[config.mk]
export PLATFORM = sky130hd
export DESIGN_NAME = weighted_error_queue_dither_unit_flat
export DESIGN_NICKNAME = d
export VERILOG_FILES = /design/src/rtl/wequ_pkg.sv /design/src/rtl/wequ_ifs.sv /design/src/rtl/weighted_error_queue_dither_unit.sv /design/src/rtl/wequ_acc.sv /design/src/rtl/wequ_div.sv /design/src/flat_wrapper.sv
export SDC_FILE = /design/constraint.sdc
export NUM_CORES = 1
export LEC_CHECK = 0
export ABC_AREA = 0
export BUFFER_PORTS_ARGS = -buffer_cell sky130_fd_sc_hd__buf_2
export CELL_PAD_IN_SITES_DETAIL_PLACEMENT = 0
export CELL_PAD_IN_SITES_GLOBAL_PLACEMENT = 2
export CORE_UTILIZATION = 44
export DETAILED_ROUTE_END_ITERATION = 8
export PLACE_DENSITY = 0.86
export SLEW_MARGIN = 40
export SYNTH_ARGS = -nofsm -noshare
export SYNTH_HDL_FRONTEND = slang
export SYNTH_SLANG_ARGS = --single-unit
[constraint.sdc]
create_clock -name i_clk -period 16.35 [get_ports i_clk]
set_input_delay 4.0875 -clock i_clk [delete_from_list [all_inputs] [get_ports i_clk]]
set_output_delay 4.0875 -clock i_clk [all_outputs]
set_load 0.05 [all_outputs]
[src/rtl/wequ_pkg.sv]
// shared types, constants and elaboration-time helpers of the error queue dither
package wequ_pkg;

    // field widths
    localparam int PIX_W   = 8;
    localparam int SHADE_W = 9;
    localparam int ERR_W   = 9;
    localparam int WGT_W   = 5;

    // quantizer constants
    localparam int QNT_DIV  = 510;
    localparam int QNT_BIAS = 255;
    localparam int SHADE_MIN = 2;
    localparam int WGT_SHIFT = 4;

    // serial divider geometry
    localparam int DIV_NUM_W = 18;
    localparam int DIV_DEN_W = 10;
    localparam int DIV_Q_W   = 9;
    localparam int DIV_CNT_W = $clog2(DIV_Q_W);

    // sequencer states
    typedef enum logic [2:0] {
        ST_IDLE,
        ST_SUM,
        ST_MUL,
        ST_QNT,
        ST_DIV1,
        ST_REC,
        ST_DIV2,
        ST_DONE
    } t_state;

    // commands to the error queue
    typedef struct packed {
        logic                    start;
        logic                    push;
        logic signed [ERR_W-1:0] err;
    } t_acc_ctl;

    // width of the weighted sum for a given queue depth
    function automatic int sum_width(int depth);
        return ERR_W + WGT_W + $clog2(depth);
    endfunction

    // round(16^(i/d)): largest k with (2k-1)^d <= 2^(d + 4i)
    function automatic int weight_of(int i, int d);
        logic [255:0] b;
        logic [255:0] lim;
        int           k;
        bit           stop;
        k    = 1;
        stop = 1'b0;
        lim  = 256'd1 << (d + WGT_SHIFT * i);
        for (int c = 2; c <= (1 << WGT_SHIFT); c++) begin
            if (!stop) begin
                b = 256'd1;
                for (int n = 0; n < d; n++) begin
                    b = b * 256'(2 * c - 1);
                end
                if (b <= lim) begin
                    k = c;
                end else begin
                    stop = 1'b1;
                end
            end
        end
        return k;
    endfunction

endpackage

[src/rtl/wequ_ifs.sv]
// valid/ready stream interfaces for the pixel input and output beats
interface wequ_in_if;
    logic                        valid;
    logic                        ready;
    logic [wequ_pkg::PIX_W-1:0]  pixel_in;

    modport source (output valid, output pixel_in, input ready);
    modport sink   (input valid, input pixel_in, output ready);
endinterface

interface wequ_out_if;
    logic                        valid;
    logic                        ready;
    logic [wequ_pkg::PIX_W-1:0]  pixel_out;

    modport source (output valid, output pixel_out, input ready);
    modport sink   (input valid, input pixel_out, output ready);
endinterface

[src/rtl/weighted_error_queue_dither_unit.sv]
// top level of the error queue dither: sequencer, quantizer and output register
// Usage:
// - i_pix carries one 8-bit pixel per beat, already in curve order; o_pix
//   carries one quantized pixel per input beat, in the same order.
// - i_cfg_we / i_cfg_wdata write the shade count; write it only while idle.
//   Values below two act as two.
// - One pixel at a time: ready is high only between items. The weighted
//   sum walks the queue one entry per cycle; the two level divisions run
//   bit-serially on one shared divider, and the first of them is skipped
//   when the level saturates at black or at full scale.
// - A finished pixel sits in an output register; the next input beat is
//   taken while it waits. If the receiver still stalls when the following
//   pixel is done, that pixel waits and the error queue is not updated.
// - Synchronous reset clears the error queue, sets the shade count to two
//   and empties the output register.
module weighted_error_queue_dither_unit #(
    parameter int QUEUE_DEPTH = 16
) (
    input  logic                               i_clk,
    input  logic                               i_rst_n,
    input  logic                               i_cfg_we,
    input  logic [wequ_pkg::SHADE_W-1:0]       i_cfg_wdata,
    wequ_in_if.sink                            i_pix,
    wequ_out_if.source                         o_pix
);
    localparam int SUM_W   = wequ_pkg::sum_width(QUEUE_DEPTH);
    localparam int V_W     = SUM_W + 1;
    localparam int PROD_W  = V_W + wequ_pkg::SHADE_W + 1;
    localparam int N_W     = PROD_W + 2;
    localparam int PIX_W   = wequ_pkg::PIX_W;
    localparam int SHADE_W = wequ_pkg::SHADE_W;
    localparam int NUM_W   = wequ_pkg::DIV_NUM_W;
    localparam int DEN_W   = wequ_pkg::DIV_DEN_W;
    localparam int Q_W     = wequ_pkg::DIV_Q_W;
    localparam int SHIFT   = wequ_pkg::WGT_SHIFT;

    wequ_pkg::t_state          r_state, n_state;
    logic [SHADE_W-1:0]        r_shade, n_shade;
    logic [PIX_W-1:0]          r_pix, n_pix;
    logic [SHADE_W-1:0]        r_sm1, n_sm1;
    logic signed [PROD_W-1:0]  r_prod, n_prod;
    logic [Q_W-1:0]            r_q, n_q;
    logic [PIX_W-1:0]          r_opix, n_opix;
    logic                      r_ovalid, n_ovalid;

    logic                      in_ready;
    wequ_pkg::t_acc_ctl        acc_ctl;
    logic                      acc_done;
    logic signed [SUM_W-1:0]   acc_sum;
    logic signed [SUM_W-1:0]   s_bias;
    logic signed [SUM_W-1:0]   s_div;
    logic signed [V_W-1:0]     v;
    logic signed [N_W-1:0]     n_val;
    logic [SHADE_W:0]          sp;
    logic [NUM_W:0]            sp_x510;
    logic signed [N_W-1:0]     q_lim;
    logic [NUM_W-1:0]          rec_num;
    logic                      div_start;
    logic [NUM_W-1:0]          div_num;
    logic [DEN_W-1:0]          div_den;
    logic                      div_done;
    logic [Q_W-1:0]            div_quo;

    wequ_acc #(
        .QUEUE_DEPTH (QUEUE_DEPTH)
    ) u_acc (
        .i_clk   (i_clk),
        .i_rst_n (i_rst_n),
        .i_ctl   (acc_ctl),
        .o_done  (acc_done),
        .o_sum   (acc_sum)
    );

    wequ_div u_div (
        .i_clk   (i_clk),
        .i_rst_n (i_rst_n),
        .i_start (div_start),
        .i_num   (div_num),
        .i_den   (div_den),
        .o_done  (div_done),
        .o_quo   (div_quo)
    );

    // sum / 16 truncated toward zero, then added to the pixel
    assign s_bias = acc_sum + $signed({{(SUM_W - SHIFT){1'b0}}, {SHIFT{acc_sum[SUM_W-1]}}});
    assign s_div  = s_bias >>> SHIFT;
    assign v      = V_W'(s_div) + V_W'($signed({1'b0, r_pix}));

    // 2 * v * (S-1) + 255 and the saturation limit 510 * S
    assign n_val   = (N_W'(r_prod) <<< 1) + N_W'(wequ_pkg::QNT_BIAS);
    assign sp      = {1'b0, r_sm1} + (SHADE_W + 1)'(1);
    assign sp_x510 = {sp, 9'b0} - {8'b0, sp, 1'b0};
    assign q_lim   = N_W'($signed({1'b0, sp_x510}));

    // 510 * q + (S-1), the numerator of the reconstruction
    assign rec_num = {r_q, 9'b0} - {8'b0, r_q, 1'b0} + {9'b0, r_sm1};

    // next state and datapath control
    always_comb begin
        n_state   = r_state;
        n_shade   = i_cfg_we ? i_cfg_wdata : r_shade;
        n_pix     = r_pix;
        n_sm1     = r_sm1;
        n_prod    = r_prod;
        n_q       = r_q;
        n_opix    = r_opix;
        n_ovalid  = r_ovalid && !o_pix.ready;
        in_ready  = 1'b0;
        acc_ctl   = '{start: 1'b0, push: 1'b0, err: '0};
        div_start = 1'b0;
        div_num   = '0;
        div_den   = '0;
        unique case (r_state)
            wequ_pkg::ST_IDLE: begin
                in_ready = 1'b1;
                if (i_pix.valid) begin
                    n_pix = i_pix.pixel_in;
                    n_sm1 = (r_shade < SHADE_W'(wequ_pkg::SHADE_MIN)) ?
                            SHADE_W'(1) : r_shade - SHADE_W'(1);
                    acc_ctl.start = 1'b1;
                    n_state = wequ_pkg::ST_SUM;
                end
            end
            wequ_pkg::ST_SUM: begin
                if (acc_done) begin
                    n_state = wequ_pkg::ST_MUL;
                end
            end
            wequ_pkg::ST_MUL: begin
                n_prod  = PROD_W'(v) * PROD_W'($signed({1'b0, r_sm1}));
                n_state = wequ_pkg::ST_QNT;
            end
            wequ_pkg::ST_QNT: begin
                if (n_val < 0) begin
                    n_q     = '0;
                    n_state = wequ_pkg::ST_REC;
                end else if (n_val >= q_lim) begin
                    n_q     = r_sm1;
                    n_state = wequ_pkg::ST_REC;
                end else begin
                    div_start = 1'b1;
                    div_num   = n_val[NUM_W-1:0];
                    div_den   = DEN_W'(wequ_pkg::QNT_DIV);
                    n_state   = wequ_pkg::ST_DIV1;
                end
            end
            wequ_pkg::ST_DIV1: begin
                if (div_done) begin
                    n_q     = div_quo;
                    n_state = wequ_pkg::ST_REC;
                end
            end
            wequ_pkg::ST_REC: begin
                div_start = 1'b1;
                div_num   = rec_num;
                div_den   = {r_sm1, 1'b0};
                n_state   = wequ_pkg::ST_DIV2;
            end
            wequ_pkg::ST_DIV2: begin
                if (div_done) begin
                    n_state = wequ_pkg::ST_DONE;
                end
            end
            wequ_pkg::ST_DONE: begin
                if (!r_ovalid || o_pix.ready) begin
                    n_opix        = div_quo[PIX_W-1:0];
                    n_ovalid      = 1'b1;
                    acc_ctl.push  = 1'b1;
                    acc_ctl.err   = $signed({1'b0, r_pix}) -
                                    $signed({1'b0, div_quo[PIX_W-1:0]});
                    n_state       = wequ_pkg::ST_IDLE;
                end
            end
            default: begin
                n_state = wequ_pkg::ST_IDLE;
            end
        endcase
    end

    // state register
    always_ff @(posedge i_clk) begin
        if (!i_rst_n) begin
            r_state <= wequ_pkg::ST_IDLE;
        end else begin
            r_state <= n_state;
        end
    end

    // configuration and output control
    always_ff @(posedge i_clk) begin
        if (!i_rst_n) begin
            r_shade  <= SHADE_W'(wequ_pkg::SHADE_MIN);
            r_ovalid <= 1'b0;
        end else begin
            r_shade  <= n_shade;
            r_ovalid <= n_ovalid;
        end
    end

    // per-item payload registers
    always_ff @(posedge i_clk) begin
        r_pix  <= n_pix;
        r_sm1  <= n_sm1;
        r_prod <= n_prod;
        r_q    <= n_q;
        r_opix <= n_opix;
    end

    assign i_pix.ready     = in_ready;
    assign o_pix.valid     = r_ovalid;
    assign o_pix.pixel_out = r_opix;

`ifndef SYNTH
    a_accept_starts_sum: assert property (@(posedge i_clk) disable iff (!i_rst_n)
        (i_pix.valid && i_pix.ready) |=> (r_state == wequ_pkg::ST_SUM))
        else $error("accepted beat did not start the weighted sum");
    a_div_done_owned: assert property (@(posedge i_clk) disable iff (!i_rst_n)
        div_done |-> (r_state == wequ_pkg::ST_DIV1 || r_state == wequ_pkg::ST_DIV2))
        else $error("divider finished outside a division step");
    a_level_in_range: assert property (@(posedge i_clk) disable iff (!i_rst_n)
        (r_state == wequ_pkg::ST_REC) |-> (r_q <= r_sm1))
        else $error("quantized level above the top shade");
    a_push_fills_out: assert property (@(posedge i_clk) disable iff (!i_rst_n)
        acc_ctl.push |=> r_ovalid)
        else $error("error queue updated without an output beat");
`endif

endmodule

[src/rtl/wequ_acc.sv]
// error queue shift register with a serial weighted accumulator
module wequ_acc #(
    parameter int QUEUE_DEPTH = 16
) (
    input  logic                                   i_clk,
    input  logic                                   i_rst_n,
    input  wequ_pkg::t_acc_ctl                     i_ctl,
    output logic                                   o_done,
    output logic signed [wequ_pkg::sum_width(QUEUE_DEPTH)-1:0] o_sum
);
    localparam int IDX_W = $clog2(QUEUE_DEPTH);
    localparam int SUM_W = wequ_pkg::sum_width(QUEUE_DEPTH);
    localparam int ERR_W = wequ_pkg::ERR_W;
    localparam int WGT_W = wequ_pkg::WGT_W;

    logic signed [ERR_W-1:0]   r_que [QUEUE_DEPTH];
    logic signed [ERR_W-1:0]   n_que [QUEUE_DEPTH];
    logic [IDX_W-1:0]          r_idx, n_idx;
    logic                      r_busy, n_busy;
    logic                      r_done, n_done;
    logic signed [SUM_W-1:0]   r_sum, n_sum;
    logic [WGT_W-1:0]          w_tab [QUEUE_DEPTH];
    logic signed [ERR_W+WGT_W:0] prod;
    logic                      last;

    // weight table, oldest entry first
    for (genvar g = 0; g < QUEUE_DEPTH; g++) begin : g_wtab
        assign w_tab[g] = WGT_W'(wequ_pkg::weight_of(g, QUEUE_DEPTH - 1));
    end

    assign prod = r_que[0] * $signed({1'b0, w_tab[r_idx]});
    assign last = (r_idx == IDX_W'(QUEUE_DEPTH - 1));

    // rotate through the queue one entry per cycle, or shift in a new error
    always_comb begin
        n_idx  = r_idx;
        n_busy = r_busy;
        n_done = 1'b0;
        n_sum  = r_sum;
        for (int i = 0; i < QUEUE_DEPTH; i++) begin
            n_que[i] = r_que[i];
        end
        if (i_ctl.start) begin
            n_idx  = '0;
            n_busy = 1'b1;
            n_sum  = '0;
        end else if (r_busy) begin
            for (int i = 0; i < QUEUE_DEPTH - 1; i++) begin
                n_que[i] = r_que[i + 1];
            end
            n_que[QUEUE_DEPTH - 1] = r_que[0];
            n_sum = r_sum + SUM_W'(prod);
            n_idx = r_idx + IDX_W'(1);
            if (last) begin
                n_busy = 1'b0;
                n_done = 1'b1;
            end
        end else if (i_ctl.push) begin
            for (int i = 0; i < QUEUE_DEPTH - 1; i++) begin
                n_que[i] = r_que[i + 1];
            end
            n_que[QUEUE_DEPTH - 1] = i_ctl.err;
        end
    end

    // queue and control registers
    always_ff @(posedge i_clk) begin
        if (!i_rst_n) begin
            for (int i = 0; i < QUEUE_DEPTH; i++) begin
                r_que[i] <= '0;
            end
            r_idx  <= '0;
            r_busy <= 1'b0;
            r_done <= 1'b0;
        end else begin
            for (int i = 0; i < QUEUE_DEPTH; i++) begin
                r_que[i] <= n_que[i];
            end
            r_idx  <= n_idx;
            r_busy <= n_busy;
            r_done <= n_done;
        end
    end

    // running sum
    always_ff @(posedge i_clk) begin
        r_sum <= n_sum;
    end

    assign o_done = r_done;
    assign o_sum  = r_sum;

`ifndef SYNTH
    a_done_ends_pass: assert property (@(posedge i_clk) disable iff (!i_rst_n)
        r_done |-> !r_busy)
        else $error("weighted sum reported while the pass still runs");
`endif

endmodule

[src/rtl/wequ_div.sv]
// restoring divider, one quotient bit per cycle
module wequ_div (
    input  logic                              i_clk,
    input  logic                              i_rst_n,
    input  logic                              i_start,
    input  logic [wequ_pkg::DIV_NUM_W-1:0]    i_num,
    input  logic [wequ_pkg::DIV_DEN_W-1:0]    i_den,
    output logic                              o_done,
    output logic [wequ_pkg::DIV_Q_W-1:0]      o_quo
);
    localparam int NUM_W = wequ_pkg::DIV_NUM_W;
    localparam int DEN_W = wequ_pkg::DIV_DEN_W;
    localparam int Q_W   = wequ_pkg::DIV_Q_W;
    localparam int CNT_W = wequ_pkg::DIV_CNT_W;

    logic               r_busy, n_busy;
    logic               r_done, n_done;
    logic [CNT_W-1:0]   r_cnt, n_cnt;
    logic [DEN_W-1:0]   r_rem, n_rem;
    logic [Q_W-1:0]     r_low, n_low;
    logic [DEN_W-1:0]   r_den, n_den;
    logic [DEN_W:0]     trial;
    logic               ge;

    // partial remainder with the next numerator bit shifted in
    assign trial = {r_rem, r_low[Q_W-1]};
    assign ge    = (trial >= {1'b0, r_den});

    // numerator bits leave the top of r_low while quotient bits enter below
    always_comb begin
        n_busy = r_busy;
        n_done = 1'b0;
        n_cnt  = r_cnt;
        n_rem  = r_rem;
        n_low  = r_low;
        n_den  = r_den;
        if (i_start) begin
            n_busy = 1'b1;
            n_cnt  = '0;
            n_rem  = DEN_W'(i_num[NUM_W-1:Q_W]);
            n_low  = i_num[Q_W-1:0];
            n_den  = i_den;
        end else if (r_busy) begin
            n_rem = ge ? DEN_W'(trial - {1'b0, r_den}) : trial[DEN_W-1:0];
            n_low = {r_low[Q_W-2:0], ge};
            n_cnt = r_cnt + CNT_W'(1);
            if (r_cnt == CNT_W'(Q_W - 1)) begin
                n_busy = 1'b0;
                n_done = 1'b1;
            end
        end
    end

    // control registers
    always_ff @(posedge i_clk) begin
        if (!i_rst_n) begin
            r_busy <= 1'b0;
            r_done <= 1'b0;
            r_cnt  <= '0;
        end else begin
            r_busy <= n_busy;
            r_done <= n_done;
            r_cnt  <= n_cnt;
        end
    end

    // datapath registers
    always_ff @(posedge i_clk) begin
        r_rem <= n_rem;
        r_low <= n_low;
        r_den <= n_den;
    end

    assign o_done = r_done;
    assign o_quo  = r_low;

`ifndef SYNTH
    a_rem_below_den: assert property (@(posedge i_clk) disable iff (!i_rst_n)
        r_busy |-> (r_rem < r_den))
        else $error("partial remainder reached the divisor");
`endif

endmodule

[src/flat_wrapper.sv]
// flat-port wrapper written by rule: the top's interface ports become plain ports
module weighted_error_queue_dither_unit_flat 
#(
    parameter int QUEUE_DEPTH = 16
)
  (i_clk, i_rst_n, i_cfg_we, i_cfg_wdata, i_pix_valid, i_pix_pixel_in, i_pix_ready, o_pix_valid, o_pix_pixel_out, o_pix_ready);
  wequ_in_if i_pix_i ();
  wequ_out_if o_pix_i ();
  input  logic i_clk;
  input  logic i_rst_n;
  input  logic i_cfg_we;
  input  logic [wequ_pkg::SHADE_W-1:0] i_cfg_wdata;
  input wire logic [$bits(i_pix_i.valid)-1:0] i_pix_valid;
  input wire logic [$bits(i_pix_i.pixel_in)-1:0] i_pix_pixel_in;
  output wire logic [$bits(i_pix_i.ready)-1:0] i_pix_ready;
  output wire logic [$bits(o_pix_i.valid)-1:0] o_pix_valid;
  output wire logic [$bits(o_pix_i.pixel_out)-1:0] o_pix_pixel_out;
  input wire logic [$bits(o_pix_i.ready)-1:0] o_pix_ready;
  assign i_pix_i.valid = i_pix_valid;
  assign i_pix_i.pixel_in = i_pix_pixel_in;
  assign i_pix_ready = i_pix_i.ready;
  assign o_pix_valid = o_pix_i.valid;
  assign o_pix_pixel_out = o_pix_i.pixel_out;
  assign o_pix_i.ready = o_pix_ready;
  weighted_error_queue_dither_unit #(.QUEUE_DEPTH(QUEUE_DEPTH)) u_core (.i_clk(i_clk), .i_rst_n(i_rst_n), .i_cfg_we(i_cfg_we), .i_cfg_wdata(i_cfg_wdata), .i_pix(i_pix_i), .o_pix(o_pix_i));
endmodule
Yosys cells after proc, flatten, opt, wreduce, memory -nomap -nowiden
Memories as Yosys holds them, arrays and structs flattened.
Cells that the tools add are included.
W data, S select, Z words.
{"block": "totals", "elab_cells": 155, "ramBits": 144, "regBits": 135, "in_bits": 22, "mem_bits_ro": 80, "memories": 2}
{"block": "classes", "order_cmp": 5, "addsub": 13, "n_eq_ne": 15, "bitwise_logic": 20, "mul": 2, "mux": 64, "n_reduce_logical": 15}
{"memory": "u_core.u_acc.r_que", "words": 16, "width": 9, "read_ports": 16, "rd_ports_with_merged_regs": 0, "wr": 16, "line_no": "wequ_acc.sv:16", "source": "logic signed [ERR_W-1:0] r_que [QUEUE_DEPTH];"}
{"memory": "(name not given)", "words": 16, "width": 5, "read_ports": 1, "rd_ports_with_merged_regs": 0, "wr": 0, "line_no": "wequ_acc.sv:31", "source": "assign prod = r_que[0] * $signed({1'b0, w_tab[r_idx]});"}
{"cell": "$mux W144", "count": 3}
{"cell": "$mux W9", "count": 24}
{"cell": "$mux W10", "count": 4}
{"cell": "$mux W18", "count": 2}
{"cell": "$pmux W18 S2", "count": 1}
{"cell": "$add A30 B9 Y31 const B", "count": 1}
{"cell": "$ge A31 B20 Y1", "count": 1}
{"cell": "$lt A31 B1 Y1 const B", "count": 1}
{"cell": "$mul A15 B10 Y25", "count": 1}
{"cell": "$pmux W3 S8", "count": 1}
{"cell": "$pmux W10 S2", "count": 1}
{"cell": "$sub A19 B11 Y19", "count": 1}
{"cell": "$add A18 B15 Y18", "count": 1}
{"cell": "$add A18 B5 Y18", "count": 1}
{"cell": "$add A18 B9 Y18", "count": 1}
{"cell": "$mux W1", "count": 18}
{"cell": "$mux W3", "count": 6}
{"cell": "$pmux W9 S2", "count": 1}
{"cell": "$sub A18 B10 Y18", "count": 1}
{"cell": "$or A1 B1 Y1", "count": 16}
{"cell": "$add A14 B9 Y15", "count": 1}
{"cell": "$mul A9 B6 Y15", "count": 1}
{"cell": "$eq A3 B3 Y1 const B", "count": 4}
{"cell": "$ge A11 B10 Y1", "count": 1}
{"cell": "27 further kinds", "count": 41}

Depth between registers and ports, before layout
Gate-level depths: netlist of the first run.
{"block": "depth", "ltp_word": 8, "mapped_depth": 35, "ltp_nobuf": 35}

By module
A second synthesis of the first run with hierarchy kept.
{"block": "hier_totals", "cells_unflattened": 2427, "hier_area_um2": 21715.8}
{"module": "weighted_error_queue_dither_unit", "instances": 1, "area_per_inst_um2": 10965.5, "seq_area_each_um2": 2031.9, "cells_each": 1228}
{"module": "wequ_acc", "instances": 1, "area_per_inst_um2": 8813.5, "seq_area_each_um2": 3363.2, "cells_each": 1029}
{"module": "wequ_div", "instances": 1, "area_per_inst_um2": 1936.9, "seq_area_each_um2": 980.9, "cells_each": 170}

Worst setup path after synthesis of the first run
Ideal clock, no wire load.
{"block": "synth_timing", "path_type": "register to register", "from": "register u_core.u_acc.r_sum[17], in the netlist u_core.u_acc.o_sum[17]", "to": "register u_core.r_prod[23], data pin", "t_arrival_ns": 8.169, "setup_time_ns": 0.266, "stages_incl_launch_ff": 33, "path_slack_ns": 7.915, "t_required_ns": 16.084, "cell_sequence": "dfxtp_1 > ha_1 > a31o_1 > a21o_1 > a21oi_2 > nor2_1 > xor2_1 > ha_1 > a21o_1 > a21o_1 > a21o_1 > a21o_1 > a21o_1 > a31o_1 > maj3_2 > xor2_1 > nand2_1 > fa_1 > inv_1 > fa_1 > fa_1 > fa_1 > inv_1 > fa_1 > inv_1 > ha_1 > nand3_1 > nor2_1 > a2111oi_1 > o21ai_0 > a22o_1 > o41ai_1 > xnor2_1"}
{"block": "synth_between", "elab_chain_cells": 3}
{"item": "start: declaration", "line_no": "wequ_acc.sv:21", "source": "logic signed [SUM_W-1:0] r_sum, n_sum;"}
{"item": "start signal: assignment", "line_no": "wequ_acc.sv:87", "source": "r_sum <= n_sum;"}
{"item": "$add A18 B5 Y18", "line_no": "weighted_error_queue_dither_unit.sv:85", "source": "assign s_bias = acc_sum + $signed({{(SUM_W - SHIFT){1'b0}}, {SHIFT{acc_sum[SUM_W-1]}}});"}
{"item": "$add A14 B9 Y15", "line_no": "weighted_error_queue_dither_unit.sv:87", "source": "assign v = V_W'(s_div) + V_W'($signed({1'b0, r_pix}));"}
{"item": "$mul A15 B10 Y25", "line_no": "weighted_error_queue_dither_unit.sv:130", "source": "n_prod = PROD_W'(v) * PROD_W'($signed({1'b0, r_sm1}));"}
{"item": "end signal: assignment", "line_no": "weighted_error_queue_dither_unit.sv:204", "source": "r_prod <= n_prod;"}
{"item": "end: declaration", "line_no": "weighted_error_queue_dither_unit.sv:41", "source": "logic signed [PROD_W-1:0] r_prod, n_prod;"}
No other way between the ends.
A chain may end at the register's enable or synchronous reset.

Final worst setup path of the first run
Ends and elaborated chain as after synthesis.

==> results.toml, run 1 <==
[run_status]
status = "finished clean"

[logic_synthesis]
synth.area.top_cells = "dfxtp_1, fa_1, edfxtp_1"
yosys.area.top_type = "dfxtp_1"
synth_seq_area_share_pct = 30.7
synthAdderAreaFrac_pct = 25.3
netlist_area_sq_um = 20700
yosysMostFrequentCell = "nand2_1"
synthSimpleGateAreaFrac_pct = 17.4
synth_cell_types = 71
synth_top_family_by_area = "adder cells"
synth-xor-area-share_pct = 5.37
avgSynthCellArea_sq_um = 8.78
synth_edf_count = 86
synthMuxAreaShare_pct = 1.56
syn_inst = 2354
ys_seq_elements = 274
yosys-top-cells-count = "nand2_1, inv_1, a21oi_1"
synth_nets = 2696
synth_flop_cell = "dfxtp_1"
async_reset_ff_share_pct = 0
synth_top_area_share_pct = 18.2
synth_compound_area_share_pct = 13.2
yosysWarnings = 0

[setup_path]
crit_required_ns = 16.63
critPathMostFrequentCell = "fa_1"
critPathKind = "flop to flop"
worst_ep_arrival_time_ns = 9.79
slowest_delay_ns = 0.54
rrSetupSlack_ns = 6.84
cp_max_fo = 9
cpMaxStageDelayCell = "fa_1"
endpoint_kind = "flop"
cp-start-kind = "flop"

[clocking]
htreeDepth = 2
cts_root_buf = "clkbuf_16"
clk_latency_ns = 0.55
cts_tree = "yes"
numCtsBuffers = 34
clock_path_buffers = 3
cts_setup_buffers = 0
hold_buffers = 0
path_clk_slew_ns = 0.06
cts.sinks = 274
cts-resized-gates = 0

[layout]
stdcell_area_sq_um = 22600
nets = 2686
utilization_pct = 48.7
syn_to_final_growth_pct = 9.51
drive_above_1_share_pct = 5.91

[grt]
grt_max_degree = 107
grt_pass1_wl_um = 82200
overflow = 0
grt_use_total_pct = 21.7
grt_pass1_vias = 15400
antenna_found_initial = 1

[timing]
setup-violations-final = 0
fmax_mhz = 105
rsz0062_at_grt = "no"
drv_slew = 0
period_needed_ns = 9.51
clock_skew_ns = 0.0122
finalCritPeriodShare_pct = 58.2
worst_slack_ns = 6.84
finalHoldViolCount = 0
tightest_slew_ns = 0.870
timing.slew.headroom_pct = 41.6
setup_tns_ns = 0

[placed_design]
placed_area_sq_um = 21400
port_buffers = 31
dp_slack_ns = 6.91
gp_congestion = 0.896
post-dp-hpwl_um = 37800

[detailed_routing]
avgViaCountPerCell = 5.32
totalWireLength_um = 50800
wl_met3_um = 2580
drtIter0Drc = 921
wl_met1_um = 22900
drc = 0
met2WireLength_um = 24100
postRouteAntennaNets = 0
vias = 15800
first_pass_iters = 5
wire_per_inst_um = 17.1
top_layer_used = "met4"

[die]
ios = 32
fp.dieH_um = 219
die-width_um = 219
row_count = 79
dieArea_sq_um = 47800
initial_utilization_pct = 44.5
core_sq_um = 46500

[hold_path]
hold_class = "flop to flop"

[power]
leakagePower_nw = 10.1
vdd_ir_drop_max_uv = 78.7
power_density_nw_per_um2 = 91.4

[run]
maxCapViolations = 0
[through the flow]
stage / hold slack [ns] / total power [W] / instances
2_1_floorplan: 0.426 / 0.00118 / 2354
3_3_place_gp: 0.432 / 0.00130 / 2913
3_5_place_dp: 0.441 / 0.00130 / 2915
4_1_cts: 0.451 / 0.00210 / 2977
5_1_grt: 0.457 / 0.00220 / 2977
6_report: 0.447 / 0.00207 / 2978
[worst max-delay path, delay by kind of cell (launching register included)]
kind	cells	cell delay [ns]
fa+ha+maj	9	3.87
simple gates	5	0.72
xor+xnor	3	0.73
flops	1	0.45
compound gates	13	3.32
buf+inv	3	0.14
[routing by layer]
metal	vias up	track usage (%)
li1	7811	-
met1	7648	28.9
met2	300	36.0
met3	78	3.92
met4	0	6.25
met5	-	0
[report_power, final]
part	internal (W)	switching, W	total (W)
logic	0.000219	0.000322	0.000541
registers	0.000731	0.00000798	0.000739
clock network	0.000481	0.000308	0.000789
total	0.00143	0.000638	0.00207
[layout by cell type (no fill, tap or decap), types with 11 or more instances in the layout]
master     instances
clkbuf_16         35
nor2b_1           15
nand2_1          433
nand3_1           37
a21o_1            44
mux2i_1           30
and2_1            67
o21ai_1           14
and3_1            29
a21oi_1          222
nor3_1            30
nand2b_1          19
o21a_1            20
o22ai_1           13
fa_1             161
ha_1             159
a211oi_1          11
xnor2_1           77
buf_4             22
dfxtp_1          187
xor2_1            47
nand4_1           22
o21ai_0           54
inv_1            243
edfxtp_1          86
buf_2             31
nor2_1           115
[final timing paths]
check / from / to / cells past startpoint
worst min register to register: u_core.u_acc.r_que[0][70]$_SDFFE_PN0P_ / u_core.u_acc.r_que[0][61]$_SDFFE_PN0P_ / 2
worst max register to register: u_core.u_acc.o_sum[17]$_SDFFE_PP0P_ / u_core.r_prod[23]$_DFFE_PP_ / 33
worst max-delay path: u_core.u_acc.o_sum[17]$_SDFFE_PP0P_ / u_core.r_prod[23]$_DFFE_PP_ / 33
worst min-delay path: u_core.u_acc.r_que[0][70]$_SDFFE_PN0P_ / u_core.u_acc.r_que[0][61]$_SDFFE_PN0P_ / 2
[cell families (layout without fill, tap and decap cells)]
family                   count (synthesis)  count (layout)
AND/OR/NAND/NOR                        802             802
AO/OA/AOI/OAI                          451             451
multiplexers                            32              32
adder cells (fa/ha/maj)                322             322
other                                    0               1
flip-flops                             274             274
buffers and inverters                  348             364
XOR/XNOR                               125             125
[state kept, by name (all words and copies together), names as in the netlist, 8 cells and up]
name	cells
u_core.o_pix.pixel_out	8
u_core.u_acc.r_que	144
u_core.r_prod	25
u_core.r_sm1	9
u_core.r_pix	8
u_core.u_div.r_rem	10
u_core.u_acc.o_sum	18
u_core.r_shade	9
u_core.r_q	9
u_core.u_div.o_quo	9
u_core.u_div.r_den	9
[final cells by class]
class / instances / area, sq um
diodes: 1 / 2.50
clock buffers: 50 / 1000
clock inverters: 12 / 188
fillers: 4488 / 23800
inverters: 246 / 927
multi-input cells: 1732 / 13000
flip-flops and latches: 274 / 6350
well taps: 607 / 759
repair buffers: 56 / 370
(Power assumes the default switching activity.)
==> run 2, diff against run 1 <==
Settings changed: CORE_UTILIZATION 44 to 37, PLACE_DENSITY 0.86 to 0.77.
Clock period 16.35 ns to 8.4 ns, I/O delays scaled along.
==> results.toml, run 2 (synthesized netlist as in run 1, its figures left out) <==
[detailed_routing]
totalWireLength_um = 53200
first_pass_iters = 5
vias = 16100
wire_per_inst_um = 16.6
drc = 0
avgViaCountPerCell = 5.02
drtIter0Drc = 806
postRouteAntennaNets = 0

[layout]
final_cell_mix = "nand2_1, inv_1, a21oi_1, dfxtp_1, fa_1"
syn_to_final_growth_pct = 15.1
layout_commonest_cell = "nand2_1"
utilization_pct = 43.2
antenna_cells = 0
regMostFlops = "u_core.u_acc.r_que"
largest_reg_flops = 144
nets = 2768
drive_above_1_share_pct = 11.8
fillCellCount = 5523

[grt]
grt_pass1_vias = 15800
use_met2_pct = 31.7
overflow = 0
grtUsageMet3_pct = 2.86
met1_usage_pct = 25.6
grt_pass1_wl_um = 85500
grt_max_degree = 102
grt.busiest_layer = "met2"
antenna_found_initial = 0
grt_use_total_pct = 18.9

[setup_path]
critPathMostFrequentCell = "a21o_1"
cp_max_fo = 4
worst_ep_arrival_time_ns = 8.33
endpoint_kind = "flop"
critPathKind = "flop to flop"
crit_required_ns = 8.66
slowest_delay_ns = 0.51
cpMaxStageDelayCell = "fa_1"
reg2reg_depth = 36
cp-start-kind = "flop"

[timing]
holdWs_ns = 0.445
period_needed_ns = 8.06
clock_skew_ns = 0.0169
tightest_slew_ns = 0.838
finalCritPeriodShare_pct = 96.0
rsz0062_at_grt = "yes"
setup-violations-final = 0
fmax_mhz = 124
timing.slew.headroom_pct = 43.9
drv_slew = 0
finalHoldViolCount = 0

[clocking]
hold_buffers = 0
clk_latency_ns = 0.54
numCtsBuffers = 35
path_clk_slew_ns = 0.05
cts.sinks = 274
cts_tree = "yes"
htreeDepth = 2
cts_root_buf = "clkbuf_16"
clock_path_buffers = 3

[power]
switching_share_pct = 31.5
clockPowerShare_pct = 35.3
power_density_nw_per_um2 = 178
leakagePower_nw = 10.6
p_int_w = 0.00290
fin_total_pwr_w = 0.00424
seqPwrFrac_pct = 34.2
p_switching_w = 0.00134
vdd_ir_drop_max_uv = 142
combinationalPowerShare_pct = 30.6

[placed_design]
gp_congestion = 0.848
port_buffers = 31
post-dp-hpwl_um = 39900

[die]
die-width_um = 238
core_sq_um = 55100
fp.dieH_um = 238
ios = 32
row_count = 86
initial_utilization_pct = 37.5
dieArea_sq_um = 56800

[run]
maxCapViolations = 0

[hold_path]
hold_class = "flop to flop"
hold_depth = 2

[run_status]
status = "finished clean"
==> run 2: changes by cell type in the layout (fill, tap and decap cells not counted), moves of 5 or more <==
cell      before  now
o21ai_0       54   47
fa_2           0    7
a21oi_1      222  216
buf_6          2   12
buf_4         22   93
inv_1        243  235
o21ai_2        0    7
ha_1         159  147
fa_1         161  154
inv_2          1    9
clkbuf_8       7    2
clkinv_2       3    8
ha_4           0    8
==> run 2: power groups by stage <==
stage                     Sequential, W  Clock [W]  Combinational [W]
final                           0.00145    0.00149            0.00130
after global routing            0.00145    0.00160            0.00146
after CTS                       0.00145    0.00154            0.00118
after detailed placement        0.00148          0            0.00117
after global placement          0.00148          0            0.00116
after floorplan                 0.00146          0           0.000839
==> run 2: per-layer routing <==
layer	wire length, um	part of all wire (%)
met5	0	0
met1	24800	47
met3	1820	3.4
met4	801	1.5
met2	25700	48
==> run 2: stage by stage <==
step,instances,setup TNS (ns),setup slack (ns),area [sq um]
6_report,3200,0,0.336,23800
3_3_place_gp,3113,-0.0187,-0.0187,22000
2_1_floorplan,2354,0,0.0785,20700
4_1_cts,3178,0,0.00928,23200
3_5_place_dp,3114,-0.213,-0.132,22000
5_1_grt,3200,-0.0862,-0.0553,23800
==> run 2: what timing repair did <==
action / 4_1_cts / 5_1_grt
pin swaps: 0 / 91
endpoints found under the setup margin: 4 / 8
gates cloned: 0 / 0
resized for setup: 3 / 97
setup buffers: 1 / 21
endpoints found under the hold margin: 0 / 0
==> run 2: path summary, 6_finish.rpt <==
check	endpoint	start	slack, ns
worst max register to register	u_core.r_prod[23]$_DFFE_PP_	u_core.u_acc.o_sum[1]$_SDFFE_PP0P_	0.34
worst min-delay path	u_core.u_acc.r_que[0][55]$_SDFFE_PN0P_	u_core.u_acc.r_que[0][64]$_SDFFE_PN0P_	0.45
worst max-delay path	u_core.r_prod[23]$_DFFE_PP_	u_core.u_acc.o_sum[1]$_SDFFE_PP0P_	0.34
worst min register to register	u_core.u_acc.r_que[0][55]$_SDFFE_PN0P_	u_core.u_acc.r_que[0][64]$_SDFFE_PN0P_	0.45
==> run 2: cell type report <==
type | instances | area (sq um) | share of cell area (%)
Timing Repair Buffer | 137 | 1000 | 4.22
Tap cell | 748 | 936 | 3.94
Clock inverter | 15 | 170 | 0.716
Sequential cell | 274 | 6350 | 26.7
Clock buffer | 48 | 966 | 4.06
Inverter | 246 | 930 | 3.91
Multi-Input combinational cell | 1732 | 13400 | 56.5
==> run 2: critical path, delay by kind of cell (launching register included) <==
family	cells	cell delay [ns]
adders and majority gates	9	3.63
AOI/OAI and AO/OA	15	2.64
buffers and inverters	7	0.78
DFF	1	0.32
and+or+nand+nor	3	0.24
xor gates and xnor gates	2	0.19
